==> src/rtl/core/xfys_pkg.sv <==
// xfys_pkg: field widths and generator constants of the xorshift shuffler
// no dependencies; used by the channel interfaces and the shuffler unit
package xfys_pkg;

  localparam int SeedW  = 32;
  localparam int CountW = 7;
  localparam int IdxW   = 6;

  localparam logic [SeedW-1:0] GoldenSeed = 32'h9E37_79B9;
  localparam int ShiftA = 13;
  localparam int ShiftB = 17;
  localparam int ShiftC = 5;

  typedef logic [SeedW-1:0]  seed_t;
  typedef logic [CountW-1:0] count_t;
  typedef logic [IdxW-1:0]   idx_t;

  function automatic seed_t xorshift32(input seed_t x);
    seed_t a;
    seed_t b;
    a = x ^ (x << ShiftA);
    b = a ^ (a >> ShiftB);
    return b ^ (b << ShiftC);
  endfunction

endpackage

==> src/rtl/core/xfys_if.sv <==
// xfys_in_if / xfys_out_if: valid/ready channels of the shuffler
// depends on xfys_pkg for payload types
interface xfys_in_if;
  import xfys_pkg::*;
  logic   valid;
  logic   ready;
  seed_t  seed;
  count_t entry_count;

  modport source (output valid, seed, entry_count, input ready);
  modport sink   (input valid, seed, entry_count, output ready);
endinterface

interface xfys_out_if;
  import xfys_pkg::*;
  logic valid;
  logic ready;
  idx_t position;
  idx_t entry;
  logic last;

  modport source (output valid, position, entry, last, input ready);
  modport sink   (input valid, position, entry, last, output ready);
endinterface

==> src/rtl/core/xorshift_fisher_yates_shuffler_unit.sv <==
// xorshift_fisher_yates_shuffler_unit: fills an order store, shuffles it with a
// xorshift32-driven Fisher-Yates pass and streams the permutation; uses xfys_pkg, xfys_if
// sequence: a fill pass, then per swap a generator step, the bit-serial remainder unit,
//   one read and two write-backs over the single write port, then per result a
//   registered memory read and the output register
// throughput: one session at a time, a new start is taken once the last result transfers
// reset: asynchronous, clears control, generator and counters; the order store is not reset
module xorshift_fisher_yates_shuffler_unit #(
  parameter int MAX_ENTRIES = 64
) (
  input  logic                clk_i,
  input  logic                rst_ni,
  xfys_in_if.sink             in_i,
  xfys_out_if.source          out_o
);
  import xfys_pkg::*;

  localparam int AW = $clog2(MAX_ENTRIES);
  localparam int CW = $clog2(MAX_ENTRIES + 1);
  localparam int EW = (CW > CountW) ? CW : CountW;
  localparam int BW = $clog2(SeedW);
  localparam logic [EW-1:0] MaxCount = EW'(MAX_ENTRIES);

  localparam logic [3:0] StIdle    = 4'd0;
  localparam logic [3:0] StFill    = 4'd1;
  localparam logic [3:0] StRng     = 4'd2;
  localparam logic [3:0] StMod     = 4'd3;
  localparam logic [3:0] StSwapRd  = 4'd4;
  localparam logic [3:0] StSwapWh  = 4'd5;
  localparam logic [3:0] StSwapWj  = 4'd6;
  localparam logic [3:0] StEmitRd  = 4'd7;
  localparam logic [3:0] StEmitOut = 4'd8;

  logic [3:0]    state_q, state_d;
  seed_t         rng_q, rng_d;
  seed_t         dvd_q, dvd_d;
  logic [CW-1:0] rem_q, rem_d;
  logic [BW-1:0] bit_q, bit_d;
  logic [CW-1:0] cnt_q, cnt_d;
  logic [CW-1:0] pos_q, pos_d;
  logic [CW-1:0] i_q, i_d;
  logic          out_valid_q, out_valid_d;
  logic          last_q, last_d;

  logic [AW-1:0] order_mem [MAX_ENTRIES];
  logic [AW-1:0] rd_a_q, rd_b_q;
  logic [AW-1:0] rd_a_addr, rd_b_addr;
  logic          rd_en;
  logic          we;
  logic [AW-1:0] wa, wd;

  logic [EW-1:0] cnt_ext, cnt_sat;
  logic [CW:0]   trial;
  logic [CW:0]   trial_sub;
  logic [AW-1:0] hi_addr, j_addr;
  logic [AW+IdxW-1:0] pos_ext, entry_ext;

  assign cnt_ext   = EW'(in_i.entry_count);
  assign cnt_sat   = (cnt_ext > MaxCount) ? MaxCount : cnt_ext;
  assign hi_addr   = AW'(i_q - 1'b1);
  assign j_addr    = rem_q[AW-1:0];
  assign trial     = {rem_q, dvd_q[SeedW-1]};
  assign trial_sub = trial - {1'b0, i_q};

  always_comb begin
    state_d     = state_q;
    rng_d       = rng_q;
    dvd_d       = dvd_q;
    rem_d       = rem_q;
    bit_d       = bit_q;
    cnt_d       = cnt_q;
    pos_d       = pos_q;
    i_d         = i_q;
    out_valid_d = out_valid_q;
    last_d      = last_q;
    rd_en       = 1'b0;
    rd_a_addr   = pos_q[AW-1:0];
    rd_b_addr   = j_addr;
    we          = 1'b0;
    wa          = pos_q[AW-1:0];
    wd          = pos_q[AW-1:0];
    unique case (state_q)
      StIdle: begin
        if (in_i.valid) begin
          rng_d = (in_i.seed != '0) ? in_i.seed : GoldenSeed;
          cnt_d = cnt_sat[CW-1:0];
          pos_d = '0;
          if (cnt_sat != '0) state_d = StFill;
        end
      end
      StFill: begin
        we = 1'b1;
        if (pos_q == CW'(cnt_q - 1'b1)) begin
          pos_d = '0;
          i_d   = cnt_q;
          state_d = (cnt_q > CW'(1)) ? StRng : StEmitRd;
        end else begin
          pos_d = pos_q + 1'b1;
        end
      end
      StRng: begin
        rng_d   = xorshift32(rng_q);
        dvd_d   = xorshift32(rng_q);
        rem_d   = '0;
        bit_d   = '0;
        state_d = StMod;
      end
      StMod: begin
        rem_d = trial_sub[CW] ? trial[CW-1:0] : trial_sub[CW-1:0];
        dvd_d = dvd_q << 1;
        bit_d = bit_q + 1'b1;
        if (bit_q == BW'(SeedW - 1)) state_d = StSwapRd;
      end
      StSwapRd: begin
        rd_en     = 1'b1;
        rd_a_addr = hi_addr;
        state_d   = StSwapWh;
      end
      StSwapWh: begin
        we      = 1'b1;
        wa      = hi_addr;
        wd      = rd_b_q;
        state_d = StSwapWj;
      end
      StSwapWj: begin
        we  = 1'b1;
        wa  = j_addr;
        wd  = rd_a_q;
        i_d = i_q - 1'b1;
        state_d = (i_q == CW'(2)) ? StEmitRd : StRng;
      end
      StEmitRd: begin
        rd_en       = 1'b1;
        last_d      = (pos_q == CW'(cnt_q - 1'b1));
        out_valid_d = 1'b1;
        state_d     = StEmitOut;
      end
      StEmitOut: begin
        if (out_o.ready) begin
          out_valid_d = 1'b0;
          if (last_q) begin
            state_d = StIdle;
          end else begin
            pos_d   = pos_q + 1'b1;
            state_d = StEmitRd;
          end
        end
      end
      default: state_d = StIdle;
    endcase
  end

  always_ff @(posedge clk_i or negedge rst_ni) begin
    if (!rst_ni) begin
      state_q     <= StIdle;
      rng_q       <= '0;
      cnt_q       <= '0;
      pos_q       <= '0;
      i_q         <= '0;
      bit_q       <= '0;
      out_valid_q <= 1'b0;
      last_q      <= 1'b0;
    end else begin
      state_q     <= state_d;
      rng_q       <= rng_d;
      cnt_q       <= cnt_d;
      pos_q       <= pos_d;
      i_q         <= i_d;
      bit_q       <= bit_d;
      out_valid_q <= out_valid_d;
      last_q      <= last_d;
    end
  end

  always_ff @(posedge clk_i) begin
    dvd_q <= dvd_d;
    rem_q <= rem_d;
  end

  // order store: one write port, two registered read ports
  always_ff @(posedge clk_i) begin
    if (we) order_mem[wa] <= wd;
    if (rd_en) begin
      rd_a_q <= order_mem[rd_a_addr];
      rd_b_q <= order_mem[rd_b_addr];
    end
  end

  assign pos_ext   = {{IdxW{1'b0}}, pos_q[AW-1:0]};
  assign entry_ext = {{IdxW{1'b0}}, rd_a_q};

  assign in_i.ready     = (state_q == StIdle);
  assign out_o.valid    = out_valid_q;
  assign out_o.position = pos_ext[IdxW-1:0];
  assign out_o.entry    = entry_ext[IdxW-1:0];
  assign out_o.last     = last_q;

endmodule

==> src/flat_wrapper.sv <==
// flat-port wrapper written by rule: the top's interface ports become plain ports
module xorshift_fisher_yates_shuffler_unit_flat import xfys_pkg::*;
#(
  parameter int MAX_ENTRIES = 64
)
  (clk_i, rst_ni, in_i_valid, in_i_seed, in_i_entry_count, in_i_ready, out_o_valid, out_o_position, out_o_entry, out_o_last, out_o_ready);
  xfys_in_if in_i_i ();
  xfys_out_if out_o_i ();
  input  logic clk_i;
  input  logic rst_ni;
  input wire logic [$bits(in_i_i.valid)-1:0] in_i_valid;
  input wire logic [$bits(in_i_i.seed)-1:0] in_i_seed;
  input wire logic [$bits(in_i_i.entry_count)-1:0] in_i_entry_count;
  output wire logic [$bits(in_i_i.ready)-1:0] in_i_ready;
  output wire logic [$bits(out_o_i.valid)-1:0] out_o_valid;
  output wire logic [$bits(out_o_i.position)-1:0] out_o_position;
  output wire logic [$bits(out_o_i.entry)-1:0] out_o_entry;
  output wire logic [$bits(out_o_i.last)-1:0] out_o_last;
  input wire logic [$bits(out_o_i.ready)-1:0] out_o_ready;
  assign in_i_i.valid = in_i_valid;
  assign in_i_i.seed = in_i_seed;
  assign in_i_i.entry_count = in_i_entry_count;
  assign in_i_ready = in_i_i.ready;
  assign out_o_valid = out_o_i.valid;
  assign out_o_position = out_o_i.position;
  assign out_o_entry = out_o_i.entry;
  assign out_o_last = out_o_i.last;
  assign out_o_i.ready = out_o_ready;
  xorshift_fisher_yates_shuffler_unit #(.MAX_ENTRIES(MAX_ENTRIES)) u_core (.clk_i(clk_i), .rst_ni(rst_ni), .in_i(in_i_i), .out_o(out_o_i));
endmodule
==> config.mk <==
export PLATFORM = sky130hd
export DESIGN_NAME = xorshift_fisher_yates_shuffler_unit_flat
export DESIGN_NICKNAME = d
export VERILOG_FILES = /design/src/rtl/core/xfys_pkg.sv /design/src/rtl/core/xfys_if.sv /design/src/rtl/core/xorshift_fisher_yates_shuffler_unit.sv /design/src/flat_wrapper.sv
export SDC_FILE = /design/constraint.sdc
export NUM_CORES = 1
export LEC_CHECK = 0
export BUFFER_PORTS_ARGS = -buffer_cell sky130_fd_sc_hd__buf_2
export CAP_MARGIN = 20
export CORE_ASPECT_RATIO = 1.25
export CORE_MARGIN = 8
export CORE_UTILIZATION = 50
export CTS_CLUSTER_SIZE = 25
export DETAILED_ROUTE_END_ITERATION = 16
export GPL_ROUTABILITY_DRIVEN = 0
export HOLD_SLACK_MARGIN = 0.12
export PLACE_DENSITY_LB_ADDON = 0.12
export SLEW_MARGIN = 10
export SYNTH_ARGS = -nofsm -noshare
export SYNTH_HDL_FRONTEND = slang
export SYNTH_SLANG_ARGS = --single-unit
export TNS_END_PERCENT = 10
==> constraint.sdc <==
create_clock -name clk_i -period 4.2 [get_ports clk_i]
set_clock_uncertainty 0.1 [all_clocks]
set_input_delay 0.42 -clock clk_i [delete_from_list [all_inputs] [get_ports clk_i]]
set_output_delay 0.42 -clock clk_i [all_outputs]
set_load 0.02 [all_outputs]
==> results of run 1 <==
sequential cells by signal, summed over array words and instances (netlist names), 7 cells and up:
register and count:
u_core.rem_q 7, u_core.order_mem 384, u_core.cnt_q 7, u_core.rng_q 32, u_core.dvd_q 32, u_core.i_q 7, u_core.pos_q 7
repair_timing:
action,in CTS,in global routing
hold buffers,45,1
setup buffers,0,0
endpoints found under the hold margin,83,8
cell usage after synthesis (8+ instances only):
cell      instances
inv_1            21
o21ai_0          80
nor3_1           16
buf_4             8
mux4_2          216
a22oi_1          33
nor4_1           12
or3_1            17
nor2_1          116
buf_1            20
ha_1             14
buf_2            11
clkbuf_1         70
nand3_1          29
a21oi_1          34
xor2_1           32
xnor2_1          58
nand2_1         116
dfrtp_1          64
edfxtp_1        435
mux2i_1          28
nand4_1          39
and3_1           13
o211ai_1         21
nand3b_1         10
area by class of cell:
class	count	share of cell area (%)
multi-input combinational	971	33.8
timing repair buffer	173	4.81
inverter	21	0.279
tap	651	2.88
sequential	499	51.9
clock inverter	32	1.67
clock buffer	60	4.71
kinds of logic after synthesis:
logic type | synth area share (%)
buffers and inverters | 2.24
adder cells (fa/ha/maj) | 0.790
flip-flops | 59.4
XOR/XNOR | 3.19
multiplexers | 21.0
AO/OA/AOI/OAI | 5.45
AND/OR/NAND/NOR | 7.95
tightest hold or removal path: stages:
cell,delay [ns]
buf_2,0.10
or3_1,0.12
o211ai_1,0.09
o21ai_0,0.10
power by group through the flow:
stage	logic (uW)	registers, uW	clock network (uW)
after floorplan	5790	6940	0
after global placement	8110	7160	0
after detailed placement	8200	7170	0
after CTS	8280	7080	4980
after global routing	8830	7160	5140
final	8250	7100	4910
worst paths after layout:
path / from / endpoint / slack, ns / depth (start not counted)
worst min-delay path: in_i_seed[13] / u_core.rng_q[13] / 0.17 / 4
worst min register to register: u_core.bit_q[4] / u_core.bit_q[4] / 0.39 / 2
worst max-delay path: u_core.i_q[0] / u_core.out_o.entry[2] / 0.27 / 9
max in group asynchronous: rst_ni / u_core.rng_q[23] / 2.45 / 5
worst max register to register: u_core.i_q[0] / u_core.out_o.entry[2] / 0.27 / 9
min in group asynchronous: rst_ni / u_core.out_o.valid / 0.66 / 3
layout by cell type, fill, tap and decap left out, drive strengths merged, types with 16 or more instances in the layout:
master / count
o211ai: 21
a21oi: 34
nor3: 16
dlygate4sd3: 46
buf: 127
xnor2: 58
nand2: 116
o21ai: 80
mux2i: 28
nand4: 39
dfrtp: 64
edfxtp: 435
mux4: 216
a22oi: 33
nand3: 29
inv: 26
or3: 17
clkbuf: 60
nor2: 116
xor2: 32
per-stage QoR:
| stage | setup slack (ns) | utilization [%] | cells | total power (uW) |
|---|---|---|---|---|
| 3_5_place_dp | 0.282 | 52.9 | 2267 | 15400 |
| 2_1_floorplan | 0.922 | - | 1602 | 12700 |
| 4_1_cts | 0.278 | 57.5 | 2404 | 20300 |
| 3_3_place_gp | 0.330 | 52.9 | 2267 | 15300 |
| 5_1_grt | 0.124 | 57.6 | 2407 | 21100 |
| 6_report | 0.268 | 57.6 | 2407 | 20300 |
per-layer routing:
layer  up-vias  share of wire, %  GRT usage [%]
li1       6659                 -              -
met1      8086                37           31.2
met2       787                51           43.5
met3       174               6.7           3.82
met4         0               5.5           12.5
met5         -                 0              0
==> flow_summary.json, run 1 <==
{
  "synth_area_per_cell_sq_um": 15.4,
  "numCtsBuffers": 51,
  "synthTopCellsByArea": "edfxtp_1 (53%), mux4_2 (20%), dfrtp_1 (6.5%), xnor2_1 (2.1%), nand2_1 (1.8%)",
  "antenna_cells": 0,
  "fin_crit_sh_pct": 93.6,
  "cts_tree": "yes",
  "drive_above_1_share_pct": 25.4,
  "p_clk_share_pct": 24.2,
  "dieArea_sq_mm": 0.0568,
  "drt_iter0_drc": 1935,
  "numPortBuffers": 57,
  "drcViolationCount": 0,
  "slowest_delay_ns": 0.51,
  "register_area_sq_mm": 0.0147,
  "nFillCells": 3788,
  "finalCriticalPeriod_ns": 3.93,
  "grt_start_max_net_pins": 82,
  "synth-seq-area-share_pct": 59.4,
  "row_count": 91,
  "slew_violations": 0,
  "crit_type": "reg -> reg",
  "cts_buffer_depth": 3,
  "via_per_inst": 6.53,
  "firstDrtPassIters": 8,
  "setup_violations": 0,
  "cp_cell_sequence": "inv_1 > ha_1 > xor2_1 > mux2_4 > buf_12 > mux4_2 > a22oi_1 > nand4_1 > or4_1",
  "yosys_register_bits": 499,
  "leakage_uw": 0.00942,
  "crit_slowest_cell": "or4_1",
  "rsz0062_at_grt": "no",
  "cts_sinks": 499,
  "place_area_sq_mm": 0.0260,
  "clk_pin_slew_ns": 0.07,
  "final_area_sq_mm": 0.0283,
  "end_kind": "flop",
  "pwr_density_cell_mw_per_mm2": 717,
  "yosys_warnings": 0,
  "syn_nets": 1660,
  "required_ns": 4.44,
  "postSynthCellCount": 1602,
  "grt_pass1_vias": 16100,
  "wl_mm": 72.6,
  "core_region_area_sq_mm": 0.0491,
  "finalSetupTns_ns": 0,
  "p_int_uw": 12900,
  "hold_slack_ns": 0.166,
  "cp_max_fo": 66,
  "max_cap_violations": 0,
  "wl_per_cell_microns": 30.2,
  "dp_hpwl_mm": 50.9,
  "die_w_microns": 215,
  "arrival_ns": 4.17,
  "ys_types": 60,
  "cp_top_family": "multiplexers",
  "antenna_found_initial": 1,
  "swShare_pct": 36.4,
  "max_freq_mhz": 254,
  "grtUsageTotal_pct": 25.3,
  "vias": 15700,
  "htree_levels": 2,
  "status": "finished, final reports clean",
  "critPathBufInv": 2,
  "clkLatencyLatePin_ns": 0.61,
  "cts_resized": 0,
  "start_kind": "flop",
  "yosysTopAreaCell": "edfxtp_1",
  "hold_class": "in -> reg",
  "initial_core_util_pct": 50.3,
  "slew_headroom_pct": 30.9,
  "multi_input_area_sq_mm": 0.00955,
  "ant_nets": 0,
  "synth_top_cell_area_share_pct": 52.9,
  "clock-root-buffer": "clkbuf_16",
  "peakVddDrop_mv": 0.349,
  "finalHoldViolCount": 0,
  "syn_area_sq_mm": 0.0247,
  "synthArstFlopShare_pct": 12.8,
  "die_y_microns": 265,
  "power_switching_uw": 7370,
  "synth_edf_count": 435,
  "synth_flop_cell": "edfxtp_1",
  "nets": 1775,
  "worstMarginPinSlew_ns": 1.03,
  "syn2layout_area_growth_pct": 14.4,
  "p_seq_share_pct": 35.0,
  "pin_count": 58,
  "grt_pass1_wl_mm": 108,
  "grt_overflow": 0,
  "p_comb_share_pct": 40.7
}
(Power assumes the default switching activity.)
==> inputs of run 2 (changes only) <==
--- a/config.mk
+++ b/config.mk
@@ -15,6 +15,7 @@
 export GPL_ROUTABILITY_DRIVEN = 0
 export HOLD_SLACK_MARGIN = 0.12
 export PLACE_DENSITY_LB_ADDON = 0.12
+export RECOVER_POWER = 100
 export SLEW_MARGIN = 10
 export SYNTH_ARGS = -nofsm -noshare
 export SYNTH_HDL_FRONTEND = slang
==> run 2 against run 1 <==
  * The flow now finishes with violations (capacitance limit, slew limit)
  * Hold slack gained 0.0076 ns
  * Clock power about the same
  * Non-clock buffer count unchanged
  * Critical path depth down 1
  * Cell area shrank 0.64%
  * Critical endpoint is now u_core.out_o.entry[5]
  * Core utilization is 0.37 points lower
  * Via count hardly changed
==> flow_summary.json, run 2 (synthesis results as in run 1) <==
{
  "via_per_inst": 6.53,
  "peakVddDrop_mv": 0.349,
  "max_freq_mhz": 253,
  "pin_count": 58,
  "r2r_slack_ns": 0.25,
  "final_area_sq_mm": 0.0281,
  "dr.max_layer_used": "met4",
  "dr_wl_met2_mm": 36.9,
  "swShare_pct": 36.4,
  "drt_iter0_drc": 1997,
  "crit_type": "reg -> reg",
  "wl_met3_mm": 4.87,
  "die_w_microns": 215,
  "cts_sinks": 499,
  "cts_resized": 0,
  "drcViolationCount": 0,
  "core_region_area_sq_mm": 0.0491,
  "grt_overflow": 0,
  "numCtsBuffers": 51,
  "end_kind": "flop",
  "finalSetupTns_ns": 0,
  "nets": 1775,
  "wl_per_cell_microns": 30.2,
  "place_area_sq_mm": 0.0260,
  "vias": 15700,
  "grtUsageTotal_pct": 25.3,
  "top_register": "u_core.order_mem",
  "m1WireLength_mm": 26.8,
  "rsz0062_at_grt": "no",
  "die_y_microns": 265,
  "p_int_uw": 12900,
  "clk_pin_slew_ns": 0.06,
  "htree_levels": 2,
  "initial_core_util_pct": 50.3,
  "p_clk_share_pct": 24.3,
  "ant_nets": 0,
  "pwr_density_cell_mw_per_mm2": 719,
  "row_count": 91,
  "largest_register_ffs": 384,
  "slew_violations": 194,
  "dp_hpwl_mm": 50.9,
  "drive_above_1_share_pct": 22.8,
  "fin_crit_sh_pct": 94.2,
  "arrival_ns": 4.20,
  "wl_mm": 72.6,
  "clock-root-buffer": "clkbuf_16",
  "hold_slack_ns": 0.174,
  "finalCriticalPeriod_ns": 3.95,
  "firstDrtPassIters": 7,
  "largestRegisters": "u_core.order_mem (384), u_core.dvd_q (32), u_core.rng_q (32)",
  "cp_max_fo": 45,
  "utilization_pct": 57.2,
  "required_ns": 4.44,
  "start_kind": "flop",
  "leakage_uw": 0.00925,
  "max_cap_violations": 4,
  "cts_tree": "yes",
  "post-cts-setup-buffers": 0,
  "violations": "capacitance limit, slew limit",
  "final_cell_mix": "edfxtp_1 (435), mux4_2 (216), nor2_1 (116)",
  "p_seq_share_pct": 35.2,
  "nFillCells": 3829,
  "cts_buffer_depth": 3,
  "worstMarginPinSlew_ns": 2.32,
  "holdBufCountCts": 45,
  "hold_class": "in -> reg",
  "setup_violations": 0,
  "finalHoldViolCount": 0,
  "numPortBuffers": 57,
  "power_switching_uw": 7350,
  "grt_pass1_vias": 16100,
  "clkLatencyLatePin_ns": 0.62,
  "final_common_cell": "edfxtp_1",
  "setup_slack_ns": 0.245,
  "status": "finished, violations left",
  "syn2layout_area_growth_pct": 13.7,
  "grt_pass1_wl_mm": 108,
  "antenna_found_initial": 0,
  "dp_slack_ns": 0.282,
  "slew_headroom_pct": -54.7,
  "dieArea_sq_mm": 0.0568,
  "p_comb_share_pct": 40.5,
  "antenna_cells": 0,
  "grt_start_max_net_pins": 82
}
## run 2: cell types whose count changed in the layout (fill, tap and decap cells not counted), moves of 4 or more
cell,before,now
buf_2,57,42
buf_4,63,30
clkbuf_1,7,46
clkbuf_2,0,7
clkbuf_4,0,4
nand2_1,110,114
nand2_2,6,2
## run 2: cell type report
| cell class | instances | area (sq um) | share of cell area, % |
|---|---|---|---|
| multi-input cells | 971 | 9520 | 33.9 |
| inverters | 21 | 78.8 | 0.281 |
| clock buffers | 60 | 1330 | 4.74 |
| repair buffers | 173 | 1210 | 4.30 |
| well taps | 651 | 815 | 2.90 |
| clock inverters | 32 | 473 | 1.68 |
| flip-flops and latches | 499 | 14700 | 52.2 |
## run 2: worst paths after layout
check / start / end / cells past startpoint
worst max-delay path: u_core.state_q[3] / u_core.out_o.entry[5] / 8
worst min-delay path: in_i_seed[13] / u_core.rng_q[13] / 4
worst min register to register: u_core.bit_q[4] / u_core.bit_q[4] / 2
max in group asynchronous: rst_ni / u_core.rng_q[23] / 5
worst max register to register: u_core.state_q[3] / u_core.out_o.entry[5] / 8
min in group asynchronous: rst_ni / u_core.cnt_q[2] / 3
## run 2: metrics by stage
step	instances	power, uW
2_1_floorplan	1602	12700
4_1_cts	2404	20300
3_3_place_gp	2267	15300
5_1_grt	2407	21100
6_report	2407	20200
3_5_place_dp	2267	15400
## run 2: per-layer routing
metal / global-route usage (%) / vias to the layer above
li1: - / 6659
met1: 31.2 / 8088
met2: 43.5 / 780
met3: 3.82 / 182
met4: 12.5 / 0
met5: 0 / -
## run 2: critical path, stage by stage (launching register included)
cell	delay, ns
dfrtp_1	0.50
nor4b_4	0.51
mux2i_2	0.49
buf_12	0.36
buf_4	0.24
mux4_2	0.52
a22oi_1	0.28
nand4_1	0.12
or4_1	0.50
## run 2: power groups by stage
stage / clock network (uW) / logic [uW] / registers (uW)
2_1_floorplan: 0 / 5790 / 6940
3_3_place_gp: 0 / 8110 / 7160
3_5_place_dp: 0 / 8200 / 7170
4_1_cts: 4980 / 8280 / 7080
5_1_grt: 5140 / 8780 / 7180
6_report: 4910 / 8180 / 7120
